==> config.mk <==
export PLATFORM = sky130hd
export DESIGN_NAME = b62_queue
export DESIGN_NICKNAME = d
export VERILOG_FILES = /design/src/b62_pkg.sv /design/src/b62_queue.sv
export SDC_FILE = /design/constraint.sdc
export NUM_CORES = 1
export LEC_CHECK = 0
export BUFFER_PORTS_ARGS = -buffer_cell sky130_fd_sc_hd__buf_2
export CORE_ASPECT_RATIO = 0.8
export CORE_MARGIN = 2
export CORE_UTILIZATION = 55
export DETAILED_ROUTE_END_ITERATION = 12
export PLACE_DENSITY = 0.87
export SKIP_CTS_REPAIR_TIMING = 1
export SLEW_MARGIN = 15
export SYNTH_ARGS = -nofsm -noshare
export SYNTH_HDL_FRONTEND = slang
export SYNTH_SLANG_ARGS = --single-unit
export TNS_END_PERCENT = 10
==> constraint.sdc <==
create_clock -name clk -period 9.5 [get_ports clk]
set_clock_uncertainty 0.2 [all_clocks]
set_input_delay 0.475 -clock clk [delete_from_list [all_inputs] [get_ports clk]]
set_output_delay 0.475 -clock clk [all_outputs]
set_load 0.01 [all_outputs]
==> src/b62_pkg.sv <==
package b62_pkg;

    // digit layout of a 64-bit magnitude in base 62
    localparam int DIGIT_COUNT = 11;
    localparam int IDX_W       = 4;
    localparam int MAG_W       = 64;
    localparam int DIGIT_W     = 6;
    localparam int SLICE_W     = 3;
    localparam int SLICE_MAX   = (1 << SLICE_W) - 1;
    localparam int CMP_W       = MAG_W + SLICE_W;
    localparam int CHAR_W      = 8;

    // queue between front and back
    localparam int QUEUE_DEPTH = 2;
    localparam int QPTR_W      = $clog2(QUEUE_DEPTH);
    localparam int QCNT_W      = $clog2(QUEUE_DEPTH + 1);

    // ascii codes
    localparam logic [CHAR_W-1:0] MINUS_CH  = 8'h2D;
    localparam logic [CHAR_W-1:0] ZERO_CH   = 8'h30;
    localparam logic [CHAR_W-1:0] UPPER_A_CH = 8'h41;
    localparam logic [CHAR_W-1:0] LOWER_A_CH = 8'h61;

    typedef logic [IDX_W-1:0] digit_idx_t;

    // one queued transaction: sign and magnitude
    typedef struct packed {
        logic             neg;
        logic [MAG_W-1:0] mag;
    } entry_t;

    // queue status seen by front and back
    typedef struct packed {
        logic full;
        logic empty;
    } q_status_t;

    // powers of 62 that fit in 64 bits
    function automatic logic [MAG_W-1:0] pow62(digit_idx_t i);
        logic [MAG_W-1:0] p;
        unique case (i)
            4'd1:    p = 64'd62;
            4'd2:    p = 64'd3844;
            4'd3:    p = 64'd238328;
            4'd4:    p = 64'd14776336;
            4'd5:    p = 64'd916132832;
            4'd6:    p = 64'd56800235584;
            4'd7:    p = 64'd3521614606208;
            4'd8:    p = 64'd218340105584896;
            4'd9:    p = 64'd13537086546263552;
            4'd10:   p = 64'd839299365868340224;
            default: p = 64'd1;
        endcase
        return p;
    endfunction

    // j * 62^i, scaled by 8 for the upper slice of a digit
    function automatic logic [CMP_W-1:0] step_threshold(digit_idx_t i,
                                                         logic [SLICE_W-1:0] j,
                                                         logic upper);
        logic [CMP_W-1:0] p;
        p = CMP_W'(pow62(i)) * CMP_W'(j);
        if (upper)
        begin
            p = p << SLICE_W;
        end
        return p;
    endfunction

    // base-62 digit to ascii
    function automatic logic [CHAR_W-1:0] digit_char(logic [DIGIT_W-1:0] d);
        logic [CHAR_W-1:0] c;
        if (d < DIGIT_W'(10))
        begin
            c = ZERO_CH + CHAR_W'(d);
        end
        else if (d < DIGIT_W'(36))
        begin
            c = UPPER_A_CH + CHAR_W'(d) - CHAR_W'(10);
        end
        else
        begin
            c = LOWER_A_CH + CHAR_W'(d) - CHAR_W'(36);
        end
        return c;
    endfunction

endpackage

==> src/b62_queue.sv <==
module b62_queue (
    input  logic               clk,
    input  logic               rst_n,
    input  logic               push,
    input  b62_pkg::entry_t    wr_data,
    input  logic               pop,
    output b62_pkg::entry_t    rd_data,
    output b62_pkg::q_status_t stat
);
    import b62_pkg::*;

    entry_t              mem [QUEUE_DEPTH];
    logic [QPTR_W-1:0]   wr_ptr_reg;
    logic [QPTR_W-1:0]   wr_ptr_next;
    logic [QPTR_W-1:0]   rd_ptr_reg;
    logic [QPTR_W-1:0]   rd_ptr_next;
    logic [QCNT_W-1:0]   count_reg;
    logic [QCNT_W-1:0]   count_next;

    // pointer and fill count update
    always_comb
    begin
        wr_ptr_next = wr_ptr_reg;
        rd_ptr_next = rd_ptr_reg;
        count_next  = count_reg;
        if (push)
        begin
            wr_ptr_next = (wr_ptr_reg == QPTR_W'(QUEUE_DEPTH - 1)) ? '0 : wr_ptr_reg + 1'b1;
        end
        if (pop)
        begin
            rd_ptr_next = (rd_ptr_reg == QPTR_W'(QUEUE_DEPTH - 1)) ? '0 : rd_ptr_reg + 1'b1;
        end
        if (push && !pop)
        begin
            count_next = count_reg + 1'b1;
        end
        else if (pop && !push)
        begin
            count_next = count_reg - 1'b1;
        end
    end

    always_ff @(posedge clk or negedge rst_n)
    begin
        if (!rst_n)
        begin
            wr_ptr_reg <= '0;
            rd_ptr_reg <= '0;
            count_reg  <= '0;
        end
        else
        begin
            wr_ptr_reg <= wr_ptr_next;
            rd_ptr_reg <= rd_ptr_next;
            count_reg  <= count_next;
        end
    end

    // entry storage
    always_ff @(posedge clk)
    begin
        if (push)
        begin
            mem[wr_ptr_reg] <= wr_data;
        end
    end

    assign rd_data    = mem[rd_ptr_reg];
    assign stat.full  = (count_reg == QCNT_W'(QUEUE_DEPTH));
    assign stat.empty = (count_reg == '0);

endmodule

==> metrics.md, run 1 <==
| Metric | Value |
|---|---|
| Mapped Area | `0.00504 mm²` |
| # H-tree levels | `4` |
| WL/cell | `between 15 and 20 µm` |
| CP Capture Type | `primary output` |
| Post-DRT Antenna Nets | `0` |
| # IOs | `136` |
| Clock sinks | `between 100 and 150` |
| Final nets | `around 440` |
| Async S/R FF share, synth | `under 10%` |
| Initial antenna violation count | `1` |
| Fin cells | `about 500` |
| Most common cell in the synthesized netlist | `edfxtp_1` |
| First-pass GRT wire length | `12.5 mm` |
| Root buffer cell | `clkbuf_16` |
| CP required | `8.83 ns` |
| Drt first pass iters | `5` |
| Max cap viols | `0` |
| Syn_nets | `roughly 290` |
| DR vias/cell | `around 5` |
| Rel. slew slack | `between 20% and 30%` |
| Post-synthesis cell count | `roughly 220` |
| Largest cells by area after synthesis | `edfxtp_1 (77%), mux2_4 (12%), mux2_2 (5.6%)` |
| Final wirelength | `between 8 and 9 mm` |
| DR DRC count | `0` |
| Die H | `between 80 and 90 µm` |
| Die X | `111 µm` |
| Fin crit share | `between 20% and 30%` |
| Fin crit period | `2.82 ns` |
| Fmax | `about 350 MHz` |
| Main synth FF type | `edfxtp_1` |
| TritonCTS Buffers | `17` |
| Max VDD drop | `between 0.0002 and 0.00025 V` |
| Initial Util | `between 50% and 60%` |
| Skew-Pair Late Insertion Delay | `0.39 ns` |
| Gr usage total | `17.2%` |
| IO Port Bufs | `~140` |
| Number of enable flip-flop cells after synthesis | `130` |
| RSZ-0062 raised after global routing | `no` |
| Vias in the first global route | `2502` |
| Final slew viol count | `0` |
| Synth unique cells | `13` |
| Area grow syn2layout | `27.8%` |
| Power density cells | `316 mW/mm²` |
| Top cell type's share of synthesized area | `around 77%` |
| Row count | `31` |
| Dpl hpwl | `around 5.2 mm` |
| Total negative slack | `0 ns` |
| Sequential cell area fraction in the yosys report | `79.5%` |
| Fraction of layout cells with a size suffix above 1 | `between 60% and 70%` |
| Die Area | `about 0.0099 mm²` |
| GRT overflow | `0` |
| Endpoints failing hold | `0` |
| Core box area | `~0.009 mm²` |
| Startpoint Class | `register` |
| Routability cong. | `0.679` |
| Crit path max fanout | `66` |
| Kind of critical path | `register to primary output` |
| Pin count of the biggest net entering global routing | `67` |
| Status | `finished clean` |
| CTS tree | `done` |
| Clock buffer depth | `2` |
| Worst-path clk slew | `around 0.06 ns` |
| Min-delay worst type | `input port to register` |
| Commonest cells post-synth | `edfxtp_1 (130), mux2_4 (40), mux2_2 (25), buf_6 (5)` |
| P_leak | `between 2 and 3 nW` |
| Initial drt markers | `between 90 and 100` |
| Worst-Margin Slew | `~1.1 ns` |
| Mean post-synth cell area | `roughly 23 µm²` |
| WP data arrival | `around 2.2 ns` |
| Max reg flops | `between 100 and 150` |
| Cell taking the most area after synthesis | `edfxtp_1` |
| Setup-failing EPs final | `0` |
| Synth Warn # | `0` |
| Placed insts | `between 400 and 500` |
| Vias | `approximately 2500` |
| Register bit total from synthesis | `134` |
[report_power, final]
| part | switching [mW] | internal (mW) | leakage [nW] |
|---|---|---|---|
| Combinational | 0.209 | 0.276 | 1.02 |
| Sequential | 0.100 | 0.787 | 1.27 |
| Clock | 0.241 | 0.423 | 0.291 |
[metrics by stage]
step	setup slack (ns)	hold slack, ns	power, mW	utilization (%)	cell area (µm²)
after detailed placement	7.09	0.0897	1.39	64.9	5810
after CTS	6.65	-0.338	2.06	71.7	6430
after floorplan	5.47	-0.0206	1.22	-	5040
final	6.68	0.0616	2.04	71.9	6440
after global routing	6.56	0.0350	2.13	71.8	6440
after global placement	7.08	0.0860	1.38	64.9	5810
[final timing paths]
check | start | endpoint | slack, ns | cells past startpoint
max reg2reg | wr_ptr_reg | mem[0][16] | 7.36 | 2
min reg2reg | count_reg[1] | count_reg[1] | 0.31 | 1
min in group asynchronous | rst_n | rd_ptr_reg | 0.24 | 2
min | pop | rd_ptr_reg | 0.06 | 2
max | rd_ptr_reg | rd_data[55] | 6.68 | 2
max in group asynchronous | rst_n | rd_ptr_reg | 8.73 | 2
[area by class of cell]
class / instances / area [µm²]
Tap cell: 115 / 144
Antenna cell: 1 / 2.50
Clock buffer: 19 / 443
Inverter: 1 / 3.75
Timing Repair Buffer: 137 / 693
Sequential cell: 134 / 4010
Clock inverter: 13 / 170
Multi-Input combinational cell: 76 / 975
Fill cell: 532 / 2520
[cell families after synthesis]
| logic type | count (synthesis) | share of synthesized area, % |
|---|---|---|
| xor+xnor | 5 | 0.869 |
| mux | 65 | 17.5 |
| flops | 134 | 79.5 |
| simple gates | 5 | 0.522 |
| buf+inv | 8 | 1.39 |
| fa+ha+maj | 1 | 0.248 |
[cells in the final DEF (no fill, tap or decap)]
cell           netlist  layout
and2_4               0       1
buf_2                2     135
buf_4                0       1
bufinv_16            0       3
clkbuf_1             0       1
clkbuf_16            0      17
clkbuf_8             0       1
clkinv_2             0       1
clkinv_4             0       2
clkinvlp_4           0       3
dfrtp_1              4       3
dfrtp_4              0       1
diode_2              0       1
dlygate4sd3_1        0       1
edfxtp_1           130     130
ha_1                 1       1
inv_1                1       1
inv_6                0       4
mux2_2              25      25
mux2_4              40      40
nor2_1               2       2
nor2b_1              2       1
nor2b_4              0       1
xnor2_1              1       1
xor2_1               4       4
[worst max-delay path: stages (launching register included)]
cell and delay [ns]:
dfrtp_4 1.16, mux2_2 0.42, buf_2 0.14
[layer usage]
layer | global-route usage [%] | share of wire (%) | up-vias
met5 | 0 | 0 | -
met4 | 7.07 | 0.73 | 0
met1 | 20.6 | 42 | 1201
met3 | 8.05 | 8.3 | 5
li1 | - | - | 1170
met2 | 27.8 | 48 | 116
Note: power is estimated with default switching activity, not from simulation.
==> inputs of run 2 (changes only) <==
--- a/config.mk
+++ b/config.mk
@@ -8,9 +8,9 @@
 export BUFFER_PORTS_ARGS = -buffer_cell sky130_fd_sc_hd__buf_2
 export CORE_ASPECT_RATIO = 0.8
 export CORE_MARGIN = 2
-export CORE_UTILIZATION = 55
+export CORE_UTILIZATION = 47
 export DETAILED_ROUTE_END_ITERATION = 12
-export PLACE_DENSITY = 0.87
+export PLACE_DENSITY = 0.8
 export SKIP_CTS_REPAIR_TIMING = 1
 export SLEW_MARGIN = 15
 export SYNTH_ARGS = -nofsm -noshare
==> constraint.sdc (replaced) <==
create_clock -name clk -period 2.3 [get_ports clk]
set_clock_uncertainty 0.2 [all_clocks]
set_input_delay 0.115 -clock clk [delete_from_list [all_inputs] [get_ports clk]]
set_output_delay 0.115 -clock clk [all_outputs]
set_load 0.01 [all_outputs]
==> metrics.md, run 2 (synthesized netlist as in run 1, its figures left out) <==
| Metric | Value |
|---|---|
| Status | `finished clean (unchanged)` |
| Worst-path clk slew | `0.05 ns (was 0.06 ns)` |
| Fin cells | `593 (was 496)` |
| Kind of critical path | `register to primary output (unchanged)` |
| Most frequent cells in the layout | `buf_2 (135), edfxtp_1 (130), dlygate4sd3_1 (69) (was buf_2 (135), edfxtp_1 (130), mux2_4 (40))` |
| Max cap viols | `0 (unchanged)` |
| Antenna Cells | `0 (was 1)` |
| Area grow syn2layout | `42.4% (was 27.8%)` |
| Vias | `2815 (was 2492)` |
| Final wirelength | `9.83 mm (was 8.35 mm)` |
| Skew-Pair Late Insertion Delay | `0.39 ns (about the same)` |
| Min-delay worst type | `input port to register (unchanged)` |
| Die H | `96.6 µm (was 89.6 µm)` |
| Endpoints failing hold | `0 (unchanged)` |
| Placed cell area | `0.00595 mm² (was 0.00581 mm²)` |
| Pin count of the biggest net entering global routing | `53 (was 67)` |
| Initial drt markers | `113 (was 98)` |
| Die X | `120 µm (was 111 µm)` |
| Hold Path Sink | `mem[0][57] (was rd_ptr_reg)` |
| Clock sinks | `134 (unchanged)` |
| Final nets | `513 (was 437)` |
| RR Endpoint | `mem[1][35] (was mem[0][16])` |
| CTS tree | `done (unchanged)` |
| P_leak | `2.88 nW (was 2.58 nW)` |
| Clock buffer depth | `2 (unchanged)` |
| DR vias/cell | `4.75 (was 5.02)` |
| Initial Util | `48.6% (was 56.2%)` |
| Gr usage total | `15.7% (was 17.2%)` |
| Fmax | `449 MHz` |
| Power density cells | `1170 mW/mm² (was 316 mW/mm²)` |
| HP Start | `wr_data[57] (was pop)` |
| Core box area | `0.0104 mm² (was 0.00896 mm²)` |
| GRT overflow | `0 (unchanged)` |
| WL/cell | `16.6 µm (was 16.8 µm)` |
| Max reg flops | `130 (unchanged)` |
| Fin crit share | `96.9%` |
| DP Worst Slack | `0.478 ns (was 7.09 ns)` |
| CP required | `1.99 ns (was 8.83 ns)` |
| Fin util | `69.2% (was 71.9%)` |
| Startpoint Class | `register (unchanged)` |
| Commonest non-fill, non-tap cell in the layout | `buf_2 (unchanged)` |
| Die Area | `0.0116 mm² (was 0.00995 mm²)` |
| Max VDD drop | `0.000803 V (was 0.000231 V)` |
| Fin area | `0.00717 mm² (was 0.00644 mm²)` |
| Vias in the first global route | `2762 (was 2502)` |
| WP data arrival | `1.91 ns (was 2.15 ns)` |
| Critical Path Source | `rd_ptr_reg (unchanged)` |
| Worst-Margin Slew | `0.522 ns (was 1.10 ns)` |
| Total power | `8.40 mW (was 2.04 mW)` |
| RR Startpoint | `wr_ptr_reg (unchanged)` |
| Initial antenna violation count | `0 (was 1)` |
| Hold Path Depth | `2 (unchanged)` |
| First-pass GRT wire length | `13.4 mm (was 12.5 mm)` |
| Post-DRT Antenna Nets | `0 (unchanged)` |
| Rel. slew slack | `65.2% (was 26.6%)` |
| R2R Setup Slk | `0.73 ns (was 7.36 ns)` |
| TritonCTS Buffers | `17 (unchanged)` |
| DR DRC count | `0 (unchanged)` |
| CP Capture Type | `primary output (unchanged)` |
| Routability cong. | `0.670 (was 0.679)` |
| Fin crit period | `2.23 ns` |
| Root buffer cell | `clkbuf_16 (unchanged)` |
| Worst Setup Slack, final | `0.0710 ns (was 6.68 ns)` |
| Fraction of layout cells with a size suffix above 1 | `51.4% (was 61.8%)` |
| Crit path max fanout | `29 (was 66)` |
| Worst Reg-to-Reg Cells | `2 (unchanged)` |
| Placed insts | `495 (was 462)` |
| Final slew viol count | `0 (unchanged)` |
| Setup-failing EPs final | `0 (unchanged)` |
| Row count | `33 (was 31)` |
| IO Port Bufs | `135 (unchanged)` |
| # H-tree levels | `4 (unchanged)` |
| Drt first pass iters | `4 (was 5)` |
| # IOs | `136 (unchanged)` |
| Dpl hpwl | `5.86 mm (was 5.17 mm)` |
run 2: changes by cell type in the layout (fill, tap and decap cells not counted), moves of 2 or more:
cell           delta
clkinv_1          +2
clkbuf_1          +5
clkinvlp_4        -2
dlygate4sd3_1    +68
inv_6             -4
buf_12            +4
buf_4             +4
clkinv_4          -2
run 2: worst max-delay path by stage:
stage	endpoint	slack [ns]	depth (start not counted)
after floorplan	mem[1][0]	-0.28	1
after global placement	rd_data[22]	0.50	3
after detailed placement	rd_data[24]	0.48	3
after CTS	rd_data[24]	0.04	3
after global routing	rd_data[22]	-0.006	3
final	rd_data[25]	0.07	3
run 2: area by class of cell:
class                   count  area (µm²)
clock buffers              23         448
clock inverters             6        80.1
fillers                   683        3190
inverters                   1        3.75
multi-input cells          76         975
flip-flops and latches    134        4010
well taps                 140         175
repair buffers            213        1480
run 2: where the power goes:
part	internal (mW)	switching (mW)	total, mW
Sequential	3.25	0.269	3.52
Combinational	1.33	1.11	2.44
Clock	1.57	0.875	2.44
run 2: worst max-delay path, cell delays in order (launching register included):
cell and delay [ns]:
dfrtp_4 0.77, buf_4 0.29, mux2_4 0.31, buf_2 0.14
run 2: metrics by stage:
stage          setup TNS [ns]  hold slack [ns]
3_5_place_dp                0           -0.272
4_1_cts                     0           -0.700
5_1_grt              -0.00677            0.227
2_1_floorplan          -18.49           -0.381
6_report                    0            0.243
3_3_place_gp                0           -0.276
run 2: routing by layer:
metal	part of all wire, %	vias to the layer above	global-route usage, %
met4	0.85	0	5.97
met5	0	-	0
li1	-	1306	-
met3	6.8	8	7.25
met2	51	109	24.9
met1	41	1392	18.7
