==> src/b62_pkg.sv <==
package b62_pkg;

    // digit layout of a 64-bit magnitude in base 62
    localparam int DIGIT_COUNT = 11;
    localparam int IDX_W       = 4;
    localparam int MAG_W       = 64;
    localparam int DIGIT_W     = 6;
    localparam int SLICE_W     = 3;
    localparam int SLICE_MAX   = (1 << SLICE_W) - 1;
    localparam int CMP_W       = MAG_W + SLICE_W;
    localparam int CHAR_W      = 8;

    // queue between front and back
    localparam int QUEUE_DEPTH = 2;
    localparam int QPTR_W      = $clog2(QUEUE_DEPTH);
    localparam int QCNT_W      = $clog2(QUEUE_DEPTH + 1);

    // ascii codes
    localparam logic [CHAR_W-1:0] MINUS_CH  = 8'h2D;
    localparam logic [CHAR_W-1:0] ZERO_CH   = 8'h30;
    localparam logic [CHAR_W-1:0] UPPER_A_CH = 8'h41;
    localparam logic [CHAR_W-1:0] LOWER_A_CH = 8'h61;

    typedef logic [IDX_W-1:0] digit_idx_t;

    // one queued transaction: sign and magnitude
    typedef struct packed {
        logic             neg;
        logic [MAG_W-1:0] mag;
    } entry_t;

    // queue status seen by front and back
    typedef struct packed {
        logic full;
        logic empty;
    } q_status_t;

    // powers of 62 that fit in 64 bits
    function automatic logic [MAG_W-1:0] pow62(digit_idx_t i);
        logic [MAG_W-1:0] p;
        unique case (i)
            4'd1:    p = 64'd62;
            4'd2:    p = 64'd3844;
            4'd3:    p = 64'd238328;
            4'd4:    p = 64'd14776336;
            4'd5:    p = 64'd916132832;
            4'd6:    p = 64'd56800235584;
            4'd7:    p = 64'd3521614606208;
            4'd8:    p = 64'd218340105584896;
            4'd9:    p = 64'd13537086546263552;
            4'd10:   p = 64'd839299365868340224;
            default: p = 64'd1;
        endcase
        return p;
    endfunction

    // j * 62^i, scaled by 8 for the upper slice of a digit
    function automatic logic [CMP_W-1:0] step_threshold(digit_idx_t i,
                                                         logic [SLICE_W-1:0] j,
                                                         logic upper);
        logic [CMP_W-1:0] p;
        p = CMP_W'(pow62(i)) * CMP_W'(j);
        if (upper)
        begin
            p = p << SLICE_W;
        end
        return p;
    endfunction

    // base-62 digit to ascii
    function automatic logic [CHAR_W-1:0] digit_char(logic [DIGIT_W-1:0] d);
        logic [CHAR_W-1:0] c;
        if (d < DIGIT_W'(10))
        begin
            c = ZERO_CH + CHAR_W'(d);
        end
        else if (d < DIGIT_W'(36))
        begin
            c = UPPER_A_CH + CHAR_W'(d) - CHAR_W'(10);
        end
        else
        begin
            c = LOWER_A_CH + CHAR_W'(d) - CHAR_W'(36);
        end
        return c;
    endfunction

endpackage

==> src/b62_front.sv <==
module b62_front (
    input  logic                      start,
    input  logic signed [63:0]        value,
    input  b62_pkg::q_status_t        q_stat,
    output logic                      busy,
    output logic                      push,
    output b62_pkg::entry_t           entry
);
    import b62_pkg::*;

    logic [MAG_W-1:0] raw;

    // accept whenever the queue has room
    assign busy = q_stat.full;
    assign push = start && !q_stat.full;

    // split into sign and magnitude; the most negative value wraps to 2^63
    assign raw       = $unsigned(value);
    assign entry.neg = raw[MAG_W-1];
    assign entry.mag = raw[MAG_W-1] ? (MAG_W'(0) - raw) : raw;

endmodule

==> config.mk <==
export PLATFORM = sky130hd
export DESIGN_NAME = b62_front
export DESIGN_NICKNAME = d
export VERILOG_FILES = /design/src/b62_pkg.sv /design/src/b62_front.sv
export SDC_FILE = /design/constraint.sdc
export NUM_CORES = 1
export LEC_CHECK = 0
export ABC_AREA = 1
export BUFFER_PORTS_ARGS = -buffer_cell sky130_fd_sc_hd__buf_2
export CORE_MARGIN = 10
export CORE_UTILIZATION = 45
export DETAILED_ROUTE_END_ITERATION = 6
export GPL_TIMING_DRIVEN = 0
export PLACE_DENSITY_LB_ADDON = 0.25
export SLEW_MARGIN = 20
export SYNTH_ARGS = -nofsm -noshare
export SYNTH_HDL_FRONTEND = slang
export SYNTH_SLANG_ARGS = --single-unit
export TNS_END_PERCENT = 5
==> constraint.sdc <==
create_clock -name vclk -period 3.2
set_clock_uncertainty 0.15 [all_clocks]
set_input_delay 0.32 -clock vclk [all_inputs]
set_output_delay 0.32 -clock vclk [all_outputs]
set_load 0.02 [all_outputs]
==> results_dict.tcl, run 1 <==
set metrics [dict create \
    cts_setup_buffers 0 \
    vias 3571 \
    rsz0062_at_grt "false" \
    antenna_found_initial 0 \
    clkPwrFrac 0 \
    wl_per_cell_um 15.62 \
    n_clock_buffer 0 \
    crit_chain "buf_2 -> inv_1 -> ha_1 -> nand3_4 -> nor2_1 -> nand2_1 -> o21ai_4 -> nand2_1 -> xor2_1 -> buf_2" \
    slowest_delay_ns 0.34 \
    viasPerCell 5.228 \
    dpl.cell_count 683 \
    grt_max_degree 11 \
    die_y_um 93.75 \
    start_kind "primary input" \
    cts_resized 0 \
    final_hold_viol_count 0 \
    drive_gt1_frac 0.2969 \
    crit_arrival_ns 1.91 \
    seq_cells 0 \
    final_common_cell "nand2_1" \
    crit_required_ns 2.73 \
    die_area_um2 8788 \
    cp-end-kind "output port" \
    area_growth_pct 30.78 \
    synth_top_area_frac 0.2607 \
    synthCells 480 \
    core-area_um2 5205 \
    final_cell_count_no_fill 683 \
    grt_overflow 0 \
    setup_viol 0 \
    worstMarginPinSlew_ns 0.4215 \
    switchingPower_mw 0.3173 \
    combPwrFrac 1.000 \
    status "finished clean" \
    wl_um 10670 \
    avgSynthCellArea_um2 5.099 \
    synth_cell_types 31 \
    synth_nets 548 \
    slew_headroom 0.7168 \
    final.min_clock_period_ns 2.380 \
    grt_pass1_vias 3288 \
    final_cell_mix "nand2_1 (170), buf_2 (136), nor2_1 (86)" \
    m1WireLength_um 4637 \
    p_total_mw 0.4759 \
    antenna_cells 0 \
    critPathBufInv 3 \
    cell_internal_pwr_mw 0.1586 \
    drv_slew 0 \
    fp.dieW_um 93.75 \
    pin_count 134 \
    powerDensity_nw_per_um2 148.7 \
    hold_class "primary input to output port" \
    fill_cells 572 \
    initial_utilization 0.4702 \
    synth_top_area_cell "nand2_1" \
    seqCellArea_um2 0 \
    syn-cell-area_um2 2447 \
    ant_nets 0 \
    fmax_ghz 0.4201 \
    num-nets-final 683 \
    yosys_warnings 0 \
    top_layer_used "met4" \
    cts_hold_buf 0 \
    path_depth 10 \
    cp_max_fo 9 \
    dr_wl_met3_um 987 \
    synth_top_cells_by_area "nand2_1 (26%), nor2_1 (13%), nand3_1 (9.6%)" \
    p_sw_frac 0.6667 \
    crit_slowest_cell "o21ai_4" \
    num_rows 26 \
    ir_drop_mv 0.1144 \
    leakage_nw 1.662 \
    min_period_over_period 0.7438 \
    setup_tns_ns 0 \
    critPathCapture "entry[30]" \
    max_cap_violations 0 \
    seqPwrFrac 0 \
    drt_iter0_markers 255 \
    gp_congestion 0.9615 \
    dr.pass1.iters 5 \
    ys_seq_area_frac 0 \
    met2_length_um 4935 \
    numPortBuffers 133 \
    crit_family "simple AND/OR/NAND/NOR gates" \
    drc 0 \
    cp-startpoint "value[0]" \
    grt.total_usage 0.2222 \
    path_class "primary input to output port" \
    hpwlAfterDp_um 9421 \
    grt_pass1_wl_um 16120 \
]
[worst min path at each step]
stage | from | endpoint | cells after the start | slack, ns
5_1_grt | q_stat[1] | push | 3 | 0.77
2_1_floorplan | q_stat[1] | push | 1 | 0.57
3_3_place_gp | q_stat[1] | push | 3 | 0.76
4_1_cts | q_stat[1] | push | 3 | 0.76
6_report | q_stat[1] | push | 3 | 0.76
3_5_place_dp | q_stat[1] | push | 3 | 0.76
[stage by stage]
| stage | setup slack, ns | utilization | hold WS (ns) | instance area (um^2) |
|---|---|---|---|---|
| floorplan | 1.152 | - | 0.5698 | 2447 |
| global placement | 0.8711 | 0.6149 | 0.7570 | 3201 |
| detailed placement | 0.8346 | 0.6149 | 0.7636 | 3201 |
| CTS | 0.8321 | 0.6149 | 0.7638 | 3201 |
| global route | 0.6871 | 0.6149 | 0.7725 | 3201 |
| finish | 0.8198 | 0.6149 | 0.7589 | 3201 |
[worst min-delay path, stage by stage]
cell and delay, ns:
buf_2 0.09, nor2_1 0.04, buf_2 0.15
[kinds of logic (layout without fill, tap and decap cells)]
kind of cell / count (synthesis) / in the layout / synth area share
AND/OR/NAND/NOR: 355 / 355 / 0.6667
buffers and inverters: 62 / 195 / 0.1120
XOR/XNOR: 33 / 33 / 0.1212
AO/OA/AOI/OAI: 29 / 29 / 0.09509
adder cells (fa/ha/maj): 1 / 1 / 0.005112
[synthesized netlist by cell type]
library cell,n
nand2_1,170
nor2_1,86
o21bai_1,1
nor2_2,6
nand3_2,3
buf_4,4
nand3_1,47
nand3b_1,2
a21oi_1,2
nand3_4,3
buf_6,3
xor2_1,22
clkinv_1,1
o21ai_4,6
xnor2_1,10
nor2_8,1
xor2_2,1
o21ai_1,6
o21ai_2,1
o21ai_0,10
a21oi_4,1
nand4_1,17
nor3_1,5
inv_1,49
a31oi_1,2
inv_2,2
nand2_2,4
nand2_4,3
nor2_4,8
buf_2,3
ha_1,1
[area by class of cell]
| class | instances | area (um^2) | share of cell area |
|---|---|---|---|
| inverters | 52 | 195.2 | 0.06099 |
| well taps | 70 | 87.58 | 0.02737 |
| plain buffers | 10 | 78.83 | 0.02463 |
| multi-input cells | 418 | 2173 | 0.6790 |
| repair buffers | 133 | 665.6 | 0.2080 |
[layer usage]
metal,up-vias,GRT usage
met4,0,0.02405
met1,1597,0.2892
met3,12,0.03517
li1,1790,-
met5,-,0
met2,172,0.3836
[power groups by stage]
stage / logic, mW / clock network, mW / registers [mW]
2_1_floorplan: 0.289 / 0 / 0
3_3_place_gp: 0.469 / 0 / 0
3_5_place_dp: 0.474 / 0 / 0
4_1_cts: 0.476 / 0 / 0
5_1_grt: 0.516 / 0 / 0
6_report: 0.476 / 0 / 0
No activity file was read; power rests on OpenSTA's default activity.
==> run 2, diff against run 1 <==
==> constraint.sdc (replaced) <==
create_clock -name vclk -period 2.3
set_clock_uncertainty 0.15 [all_clocks]
set_input_delay 0.23 -clock vclk [all_inputs]
set_output_delay 0.23 -clock vclk [all_outputs]
set_load 0.02 [all_outputs]
==> run 2 against run 1 <==
The run now ends with design-rule violations left. Global-route usage stayed put. Worst hold slack worse by 0.18 ns. Via count is 0.73% higher. Critical path depth stayed put. Cell count is 0.29% higher. Non-clock buffer count is 2 higher. Count of clock-buffer cells in the layout stayed put. Design area is 0.55% higher. Sequential share of layout area stayed put. Combinational power is 40% higher. First-iteration DRC count is 0.39% higher. Largest cell class unchanged.
==> results_dict.tcl, run 2 (synthesized netlist as in run 1, its figures left out) <==
set metrics [dict create \
    path_depth 10 \
    final_cell_mix "nand2_1 (170), buf_2 (136), nor2_1 (86)" \
    status "complete, but fails checks" \
    crit_arrival_ns 1.79 \
    crit_family "buffers and inverters" \
    core-area_um2 5205 \
    critPathBufInv 4 \
    initial_utilization 0.4702 \
    drive_gt1_frac 0.3008 \
    cp-startpoint "value[0]" \
    violations "design-rule violations" \
    p_total_mw 0.6664 \
    final_hold_viol_count 0 \
    start_kind "primary input" \
    leakage_nw 1.670 \
    viasPerCell 5.251 \
    grt_max_degree 11 \
    final.min_clock_period_ns 2.167 \
    grt_pass1_vias 3288 \
    dr.pass1.iters 7 \
    fmax_ghz 0.4614 \
    die_y_um 93.75 \
    setup_tns_ns 0 \
    hpwlAfterDp_um 9421 \
    slowest_delay_ns 0.32 \
    critPathCapture "entry[22]" \
    dpl.cell_count 683 \
    worst_slack_ns 0.1327 \
    wl_um 10740 \
    rsz0062_at_grt "false" \
    seqCellArea_um2 0 \
    crit_chain "buf_2 -> inv_1 -> ha_2 -> nand3_4 -> nor2_1 -> nand2_1 -> o21ai_4 -> buf_4 -> xnor2_1 -> buf_2" \
    grt.total_usage 0.2222 \
    grt_pass1_wl_um 16120 \
    drc 10 \
    antenna_cells 0 \
    fin_area_um2 3218 \
    ant_nets 0 \
    gp_congestion 0.9615 \
    setup_viol 0 \
    vias 3597 \
    drv_slew 0 \
    antenna_found_initial 0 \
    crit_required_ns 1.92 \
    fp.dieW_um 93.75 \
    die_area_um2 8788 \
    grt_overflow 0 \
    final_cell_count_no_fill 685 \
    numPortBuffers 133 \
    worstMarginPinSlew_ns 0.4167 \
    pin_count 134 \
    n_clock_buffer 0 \
    num-nets-final 685 \
    place_ws_ns 0.1146 \
    wl_per_cell_um 15.68 \
    place_area_um2 3201 \
    cp-end-kind "output port" \
    final_common_cell "nand2_1" \
    fill_cells 567 \
    min_period_over_period 0.9423 \
    holdWs_ns 0.5789 \
    max_cap_violations 0 \
    powerDensity_nw_per_um2 207.1 \
    seq_cells 0 \
    cp_max_fo 8 \
    slew_headroom 0.7212 \
    path_class "primary input to output port" \
    drt_iter0_markers 256 \
    cts_hold_buf 0 \
    ir_drop_mv 0.1601 \
    hold_class "primary input to output port" \
    area_growth_pct 31.49 \
    crit_top_cell "buf_2" \
    num_rows 26 \
    crit_slowest_cell "o21ai_4" \
    fin_util 0.6183 \
]
run 2: layout make-up:
class              count  area [um^2]  share of cell area
plain buffers         10        78.83             0.02449
repair buffers       135        680.7              0.2115
inverters             52        195.2             0.06065
multi-input cells    418         2176              0.6761
well taps             70        87.58             0.02722
run 2: worst min path at each step:
| stage | cells past startpoint | startpoint | end |
|---|---|---|---|
| after CTS | 3 | q_stat[1] | push |
| final | 3 | q_stat[1] | push |
| after detailed placement | 3 | q_stat[1] | push |
| after floorplan | 1 | q_stat[1] | push |
| after global placement | 3 | q_stat[1] | push |
| after global routing | 3 | q_stat[1] | push |
run 2: metal layers:
layer | track usage | up-vias | part of all wire
li1 | - | 1789 | -
met1 | 0.2892 | 1609 | 0.43
met2 | 0.3836 | 187 | 0.46
met3 | 0.03517 | 12 | 0.097
met4 | 0.02405 | 0 | 0.012
met5 | 0 | - | 0
run 2: timing repair:
item,4_1_cts,5_1_grt
setup endpoints to repair,0,2
gates resized for setup,0,1
buffers inserted,0,2
run 2: report_power, final:
group	switching, mW	internal [mW]	total, mW
registers	0	0	0
logic	0.443	0.223	0.666
clock network	0	0	0
total	0.443	0.223	0.666
==> run 3, diff against run 2 <==
==> constraint.sdc (replaced) <==
create_clock -name vclk -period 2.3
set_clock_uncertainty 0.15 [all_clocks]
set_input_delay 0.46 -clock vclk [all_inputs]
set_output_delay 0.46 -clock vclk [all_outputs]
set_load 0.02 [all_outputs]
==> run 3 against run 2 <==
The run ends with negative setup slack left. Non-clock buffer count grew 3. First-iteration DRC count down 7.8%. Sequential share of layout area unchanged. Die area unchanged. Design area increased by 12%. Combinational power grew 13%. Critical path depth unchanged. Routed wire length rose by 9.0%. Maximum frequency shrank 13%. Sequential cell count unchanged. Global-route usage up 1.9 points. Cell count rose by 0.73%.
==> results_dict.tcl, run 3 (synthesized netlist as in run 1, its figures left out) <==
set metrics [dict create \
    status "complete, but fails checks" \
    violations "negative setup slack" \
    grt.total_usage 0.2408 \
    area_growth_pct 47.75 \
    dpl.cell_count 683 \
    crit_family "simple AND/OR/NAND/NOR gates" \
    num_rows 26 \
    final_common_cell "nand2_1" \
    critPathCapture "entry[61]" \
    drive_gt1_frac 0.3742 \
    grt_max_degree 12 \
    initial_utilization 0.4702 \
    final_cell_mix "nand2_1 (162), buf_2 (108), nor2_1 (61)" \
    min_from "q_stat[1]" \
    cp-startpoint "value[26]" \
    n_clock_buffer 0 \
    crit_arrival_ns 1.87 \
    ant_nets 0 \
    wl_um 11710 \
    slowest_delay_ns 0.20 \
    wl_per_cell_um 16.97 \
    gp_congestion 0.9625 \
    crit_required_ns 1.69 \
    die_y_um 93.75 \
    vias 3729 \
    cp-end-kind "output port" \
    min_period_over_period 1.080 \
    numPortBuffers 133 \
    antenna_found_initial 0 \
    setup_tns_ns -3.028 \
    crit_chain "buf_2 -> nor2_1 -> nand3_1 -> nor2_2 -> nand2_1 -> a21oi_4 -> buf_12 -> nand3_1 -> nand2_1 -> buf_2" \
    seqCellArea_um2 0 \
    core-area_um2 5205 \
    die_area_um2 8788 \
    start_kind "primary input" \
    drc 0 \
    hold_class "primary input to output port" \
    fmax_ghz 0.4024 \
    antenna_cells 0 \
    path_class "primary input to output port" \
    hpwlAfterDp_um 9510 \
    fp.dieW_um 93.75 \
    max_cap_violations 0 \
    rsz0062_at_grt "true" \
    num-nets-final 690 \
    cp_max_fo 5 \
    grt_overflow 0 \
    drt_iter0_markers 236 \
    dr.pass1.iters 5 \
    pin_count 134 \
    drv_slew 0 \
    path_depth 10 \
    setup_viol 41 \
    grt_pass1_vias 3690 \
    final.min_clock_period_ns 2.485 \
    final_hold_viol_count 0 \
    p_total_mw 0.7537 \
    leakage_nw 1.777 \
    critPathBufInv 3 \
    seq_cells 0 \
    crit_slowest_cell "nor2_2" \
    powerDensity_nw_per_um2 208.4 \
    ir_drop_mv 0.1604 \
    grt_pass1_wl_um 17600 \
    final_cell_count_no_fill 690 \
    cts_hold_buf 0 \
    viasPerCell 5.404 \
    slew_headroom 0.7586 \
    worstMarginPinSlew_ns 0.3596 \
    worst_slack_ns -0.1849 \
]
-- run 3: cell count changes in the layout (fill, tap and decap cells not counted), sizes merged --
cell and delta:
buf +1, clkbuf +2, o21ai +2
-- run 3: worst min-delay path by stage --
stage,to,slack [ns],cells after the start
floorplan,push,0.85,1
global placement,push,1.05,3
detailed placement,push,1.05,3
CTS,push,1.05,3
global route,push,1.08,3
finish,push,1.06,3
-- run 3: per-layer routing --
metal / up-vias / part of all wire / GRT usage / wire length [um]
met5: - / 0 / 0 / 0
met4: 0 / 0.024 / 0.05063 / 286
met3: 22 / 0.085 / 0.03437 / 999
met2: 197 / 0.48 / 0.4217 / 5613
met1: 1704 / 0.41 / 0.3020 / 4811
li1: 1806 / - / - / -
-- run 3: metrics by stage --
step	setup slack (ns)	utilization	hold WS [ns]	instance area, um^2
2_1_floorplan	-0.02745	-	0.8498	2455
3_3_place_gp	-0.3149	0.6163	1.051	3208
3_5_place_dp	-0.3467	0.6163	1.051	3208
4_1_cts	-0.1451	0.6647	1.052	3460
5_1_grt	-0.2321	0.6947	1.079	3616
6_report	-0.1849	0.6947	1.058	3616
-- run 3: layout make-up --
type               instances  area [um^2]
multi-input cells        420         2409
inverters                 52        210.2
fillers                  506         1589
repair buffers           138        824.5
plain buffers             10        85.08
well taps                 70        87.58
-- run 3: timing repair --
action,CTS,global route
gates cloned,2,0
setup endpoints to repair,45,52
buffers inserted,4,1
pin swaps,17,16
resized for setup,59,44
-- run 3: power breakdown --
part	leakage, nW	switching, mW	total [mW]	internal (mW)
clock network	0	0	0	0
logic	1.78	0.482	0.754	0.272
registers	0	0	0	0
total	1.78	0.482	0.754	0.272
